File: config.mk
export PLATFORM = sky130hd
export DESIGN_NAME = sph_dp_queue
export DESIGN_NICKNAME = d
export VERILOG_FILES = /design/src/hw/rtl/sph_dp_pkg.sv /design/src/hw/rtl/sph_dp_queue.sv
export SDC_FILE = /design/constraint.sdc
export NUM_CORES = 1
export LEC_CHECK = 0
export BUFFER_PORTS_ARGS = -buffer_cell sky130_fd_sc_hd__buf_4
export CORE_ASPECT_RATIO = 0.6
export CORE_MARGIN = 3
export CORE_UTILIZATION = 60
export CTS_BUF_LIST = sky130_fd_sc_hd__clkbuf_16
export DETAILED_ROUTE_END_ITERATION = 12
export PLACE_DENSITY = 0.94
export SLEW_MARGIN = 0
export SYNTH_ARGS = -nofsm -noshare
export SYNTH_HDL_FRONTEND = slang
export SYNTH_SLANG_ARGS = --single-unit
File: constraint.sdc
create_clock -name i_clk -period 5.57 [get_ports i_clk]
set_input_delay 0.8355 -clock i_clk [delete_from_list [all_inputs] [get_ports i_clk]]
set_output_delay 0.8355 -clock i_clk [all_outputs]
set_load 0.05 [all_outputs]
File: src/hw/rtl/sph_dp_pkg.sv
// Shared types and constants for the SPH density and pressure block.
// No dependencies; imported by every module of the block.
package sph_dp_pkg;

    localparam int unsigned CFG_ADDR_W = 2;

    localparam logic [CFG_ADDR_W-1:0] CFG_RADIUS_SQ     = 2'd0;
    localparam logic [CFG_ADDR_W-1:0] CFG_DENSITY_SCALE = 2'd1;
    localparam logic [CFG_ADDR_W-1:0] CFG_REST_DENSITY  = 2'd2;
    localparam logic [CFG_ADDR_W-1:0] CFG_STIFFNESS     = 2'd3;

    localparam logic [31:0] RADIUS_SQ_RST     = 32'h0001_0000;
    localparam logic [31:0] DENSITY_SCALE_RST = 32'h0001_0000;
    localparam logic [31:0] REST_DENSITY_RST  = 32'h0000_0000;
    localparam logic [31:0] STIFFNESS_RST     = 32'h0001_0000;

    localparam logic OP_LOAD     = 1'b0;
    localparam logic OP_NEIGHBOR = 1'b1;

    localparam int unsigned QUEUE_DEPTH = 4;
    localparam int unsigned QPTR_W      = 2;

    localparam logic [47:0] OUT_MAX     = 48'hFFFF_FFFF_FFFF;
    localparam logic [47:0] PRS_POS_MAX = 48'h7FFF_FFFF_FFFF;
    localparam logic [47:0] PRS_NEG_MAG = 48'h8000_0000_0000;

    typedef struct packed {
        logic [31:0] radius_sq;
        logic [31:0] density_scale;
        logic [31:0] rest_density;
        logic [31:0] stiffness;
    } t_cfg;

    typedef struct packed {
        logic        op;
        logic        last;
        logic        hit;
        logic [31:0] d;
    } t_front_item;

    typedef enum logic [3:0] {
        ST_IDLE,
        ST_D2,
        ST_D3,
        ST_D3S,
        ST_T,
        ST_TERM,
        ST_ACC,
        ST_PD,
        ST_PM,
        ST_PS
    } t_back_state;

endpackage

File: src/hw/rtl/sph_dp_queue.sv
// Short queue between front and back end.
// Depends on sph_dp_pkg.
module sph_dp_queue import sph_dp_pkg::*; (
    input  logic        i_clk,
    input  logic        i_rst_n,
    input  logic        i_push,
    input  t_front_item i_item,
    output logic        o_full,
    input  logic        i_pop,
    output logic        o_empty,
    output t_front_item o_item
);

    t_front_item       r_mem [QUEUE_DEPTH];
    logic [QPTR_W-1:0] r_wr;
    logic [QPTR_W-1:0] r_rd;
    logic [QPTR_W:0]   r_cnt;

    logic w_wr;
    logic w_rd;

    assign o_full  = r_cnt == (QPTR_W+1)'(QUEUE_DEPTH);
    assign o_empty = r_cnt == '0;
    assign o_item  = r_mem[r_rd];

    assign w_wr = i_push && !o_full;
    assign w_rd = i_pop && !o_empty;

    always_ff @(posedge i_clk) begin
        if (!i_rst_n) begin
            r_wr  <= '0;
            r_rd  <= '0;
            r_cnt <= '0;
        end else begin
            if (w_wr) begin
                r_wr <= r_wr + 1'b1;
            end
            if (w_rd) begin
                r_rd <= r_rd + 1'b1;
            end
            if (w_wr && !w_rd) begin
                r_cnt <= r_cnt + 1'b1;
            end else if (w_rd && !w_wr) begin
                r_cnt <= r_cnt - 1'b1;
            end
        end
    end

    always_ff @(posedge i_clk) begin
        if (w_wr) begin
            r_mem[r_wr] <= i_item;
        end
    end

endmodule

# Word level (Yosys, flattened, before mapping)
# Memories as Yosys holds them, arrays and structs flattened. A register that Yosys moved wholly into a read port is not among the register bits.
# Cells that the tools add are included.
[totals]
inputBits = 39
ramBits = 140
regBits = 7
n_memories = 1
[memory_table]
columns = ["name", "depth", "width", "read_ports", "rd_ports_with_merged_regs", "wr", "line_no", "source"]
rows = [
  ["r_mem", 4, 35, 1, 1, 1, "sph_dp_queue.sv:14", "t_front_item r_mem [QUEUE_DEPTH];"],
]
[classes]
addsub = 4
mux = 6
reduce_logical = 10
eq_ne = 1
[op_table]
columns = ["cell", "count"]
rows = [
  ["$mux 3", 2],
  ["$add 2x1->2 const B", 2],
  ["$logic_and 1x1->1", 4],
  ["$logic_not 1->1", 4],
  ["$mux 2", 2],
  ["$add 3x1->3 const B", 1],
  ["$eq 3x3->1 const B", 1],
  ["$logic_not 3->1", 1],
  ["$sub 3x1->3 const B", 1],
  ["$mux 1", 2],
  ["$reduce_bool 2->1", 1],
]

# Logic depth before layout (Yosys ltp)
[depth]
ltp_word = 7
mapped_depth = 9
ltp_nobuf = 8

# Worst setup path before layout
# Ideal clock, no wire load.
[synth_timing]
kind = "reg2reg"
startpoint = "register r_cnt[2]"
endpoint = "register r_cnt[2]"
required_time_ns = 5.494
period_less_slack_ns = 2.382
setup_time_ns = 0.076
setup_slack_ns = 3.188
arrival_ns = 2.307
path_stages_with_launch = 10
n_path_buf = 1
path_cell_list = "dfxtp_1 nor3b_2 nor2b_1 buf_6 ha_1 inv_1 fa_1 xor2_1 or3_1 a21boi_0"
[synth_via]
elab_chain_len = 6
elab_cells_between_ends = 15
cone_classes = "add/sub: 2; eq/ne: 1; mux: 2; reduce/logical: 10"
[synth_rtl]
columns = ["element", "line_no", "source"]
rows = [
  ["start, declared", "sph_dp_queue.sv:17", "logic [QPTR_W:0] r_cnt;"],
  ["start signal, assigned", "sph_dp_queue.sv:42", "r_cnt <= r_cnt + 1'b1;"],
  ["start signal, assigned", "sph_dp_queue.sv:44", "r_cnt <= r_cnt - 1'b1;"],
  ["$eq 3x3->1 *", "sph_dp_queue.sv:22", "assign o_full = r_cnt == (QPTR_W+1)'(QUEUE_DEPTH);"],
  ["named net o_full", "sph_dp_queue.sv:8", "output logic o_full,"],
  ["$logic_not 1->1 *", "sph_dp_queue.sv:26", "assign w_wr = i_push && !o_full;"],
  ["$logic_and 1x1->1 *", "sph_dp_queue.sv:26", ""],
  ["named net w_wr", "sph_dp_queue.sv:19", "logic w_wr;"],
  ["$logic_not 1->1", "sph_dp_queue.sv:43", "end else if (w_rd && !w_wr) begin"],
  ["$logic_and 1x1->1", "sph_dp_queue.sv:43", ""],
  ["$reduce_bool 2->1 (no line)", "--", ""],
]
# The timed path passes the listed nets; every way through them passes the cells marked *. The select of a mux whose other input is x is not followed.
# A chain may end at the register's enable or synchronous reset.

==> metrics <==
status=finished, final reports clean; Slowest-stage cell, CP=dfxtp_2; Cell variety after synth=25; clock root buffer=clkbuf_16; ANT nets after route=0; Synth Register Bits=between 100 and 150; Leakage=around 2.4 nW; vias in the first global route=2,643; total wire length=9780 um; Post-Synthesis Net Count=between 200 and 300; Arrival @ worst endpoint=2.41 ns; mapped cell area=0.00559 mm2; largest net degree at the start of global routing=36; Reg clk slew, reported paths=0.06 ns; share of cells above drive strength 1=42.6%; Num CTS Buffers=17; WL/cell=roughly 22 um; CP Class=flop to output port; top-area cell type share of the netlist area=75.2%; vias per inst=between 5 and 6; placeable core region=about 0.0088 mm2; total grt overflow=0; RSZ-0062 raised after global routing=false; post-DP HPWL=5520 um; Hold Crit Endpoint=r_wr[0]; Max VDD drop=between 0.3 and 0.4 mV; period utilization=58.2%; total number of vias=~2,600; Placed Area=roughly 0.0062 mm2; CTS H-tree lvls=4; initial antenna violation count=0; crit-path leading delay family=flip-flops; syn_area_per_cell=24.2 um2; critical path required time=4.73 ns; Residual DRC=0; Syn-to-layout area delta=22.0%; Hold-fix buffers, CTS=0; clk sinks=around 150; reg-to-reg slack, setup=between 3 and 4 ns; Initial Util=between 60% and 70%; Hold Crit Start=r_wr[0]; crit-path max FO=20; routability cong.=0.676; DR iter-0 viols=around 140; post-cts sizing count=0; FF+latch area=0.00439 mm2; Final Cell Area=slightly below 0.007 mm2; ANT cells=0; crit-path most repeated cell=buf_4; Worst R2R End=r_cnt[2]; clock skew=0.00851 ns; chip width=around 130 um; Warnings, synthesis=0; Register-to-Register Path Depth=8; hold depth=2; input/output buffers=between 70 and 80; Synth area leader=edfxtp_1; Synth area leaders=edfxtp_1 75%, mux4_2 12%, dfxtp_1 3.2%, mux4_1 2.3%, ha_1 1.1%; PwrDens=about 550 mW/mm2; hold_ws=a little under 0.5 ns; Syn Inst Count=between 200 and 250; Peak Freq=roughly 310 MHz; cells along the critical path=buf_4, mux4_1, buf_4; worst r2r src=r_cnt[0]; HP Class=flop to flop; Rows=26; Seq/Total Area, Yosys=78.4%; max incr delay on CP=around 0.68 ns; Max-Cap Viols=0; Die ar.=0.0106 mm2; Post-CTS Setup Bufs=0; Tot GR Track Use=20.5%; # IOs=76; first-pass GRT wire length=~15,000 um; CP startpoint kind=flop; setup TNS=0 ns; worst-margin pin slew=approximately 0.97 ns; Clock Latency Late Sink=a little over 0.4 ns; Worst Setup End Kind=output port; Fillers=~480; drt pass-1 iters=4; fin. max-slew vios=0; fin nets=361; WP buf/inv=2; CTS tree=done; slew margin rel.=between 30% and 40%; Setup-failing EPs final=0; Final min period=between 3 and 4 ns; multi-input logic area=between 0.001 and 0.0015 mm2; final-report hold violation count=0; chip height=80.8 um; Clock Path Buffers=2
-- tightest hold or removal path: cells and delay by family (launching register included) --
family        cells  cell delay [ns]
flops             1             0.33
simple gates      1             0.06
mux               1             0.05
-- worst max path at each step --
stage / cells past startpoint / slack, ns / end / startpoint
floorplan: 9 / 3.19 / r_cnt[2] / r_cnt[2]
global placement: 3 / 2.72 / o_item[19] / flop
detailed placement: 3 / 2.71 / o_item[19] / flop
CTS: 3 / 2.26 / o_item[19] / flop
global route: 3 / 2.15 / o_item[28] / flop
finish: 3 / 2.33 / o_item[19] / flop
-- cells in the mapped netlist, drive strengths merged --
cell / instances
o21ai: 1
or3: 1
mux2i: 3
o31ai: 1
buf: 8
xnor2: 3
dfxtp: 9
a21boi: 1
mux4: 35
edfxtp: 140
xor2: 1
clkbuf: 2
nor3b: 1
ha: 5
and2: 8
inv: 3
fa: 1
o311ai: 1
nand2: 4
nor2b: 2
nor3: 1
-- report_power, final --
group / leakage, nW / switching, W / internal [W]
sequential: 1.36 / 0.0000920 / 0.00137
combinational: 0.702 / 0.000706 / 0.000411
clock: 0.309 / 0.000415 / 0.000782
-- flip-flops by register name, summed over array words and instances, names as in the netlist, named ones only --
| register | count |
|---|---|
| r_cnt | 3 |
| r_rd | 2 |
| r_mem | 140 |
| r_wr | 2 |
-- through the flow --
stage | util (%) | total power, W | worst slack (ns) | instances
after floorplan | - | 0.00233 | 3.19 | 231
after CTS | 77.7 | 0.00380 | 2.26 | 441
after detailed placement | 70.6 | 0.00260 | 2.71 | 409
final | 77.7 | 0.00377 | 2.33 | 441
after global routing | 77.7 | 0.00391 | 2.15 | 441
after global placement | 70.6 | 0.00258 | 2.72 | 409
-- final cells by class --
class	count	area share, %
Sequential cell	149	64.3
Tap cell	112	2.05
Clock buffer	17	6.23
Inverter	3	0.165
Multi-Input combinational cell	69	16.0
Clock inverter	15	2.86
Timing Repair Buffer	76	8.36
-- cell families after synthesis --
group,count (synthesis),synth area share (%)
DFF,149,78.4
muxes,38,15.0
and+or+nand+nor,17,1.81
buffers and inverters,13,2.10
adders and majority gates,6,1.48
AOI/OAI and AO/OA,4,0.604
xor gates and xnor gates,4,0.627
-- cell usage in the layout (no fill, tap or decap), types with 2 or more instances in the layout --
| master | n |
|---|---|
| and2_2 | 4 |
| mux2i_1 | 3 |
| buf_4 | 76 |
| mux4_1 | 5 |
| ha_1 | 5 |
| xnor2_1 | 3 |
| bufinv_16 | 5 |
| nand2_1 | 4 |
| clkbuf_16 | 17 |
| edfxtp_1 | 140 |
| nor2b_1 | 2 |
| dfxtp_1 | 7 |
| and2_1 | 4 |
| clkinv_2 | 3 |
| inv_1 | 5 |
| clkinv_1 | 4 |
| mux4_2 | 30 |
| dfxtp_2 | 2 |
-- layer usage --
metal | wire length [um] | track usage [%] | vias to the layer above
li1 | - | - | 1135
met1 | 4220 | 28.1 | 1311
met2 | 4720 | 30.5 | 93
met3 | 722 | 7.69 | 13
met4 | 120 | 8.01 | 0
met5 | 0 | 0 | -
No activity file was read; power rests on OpenSTA's default activity.
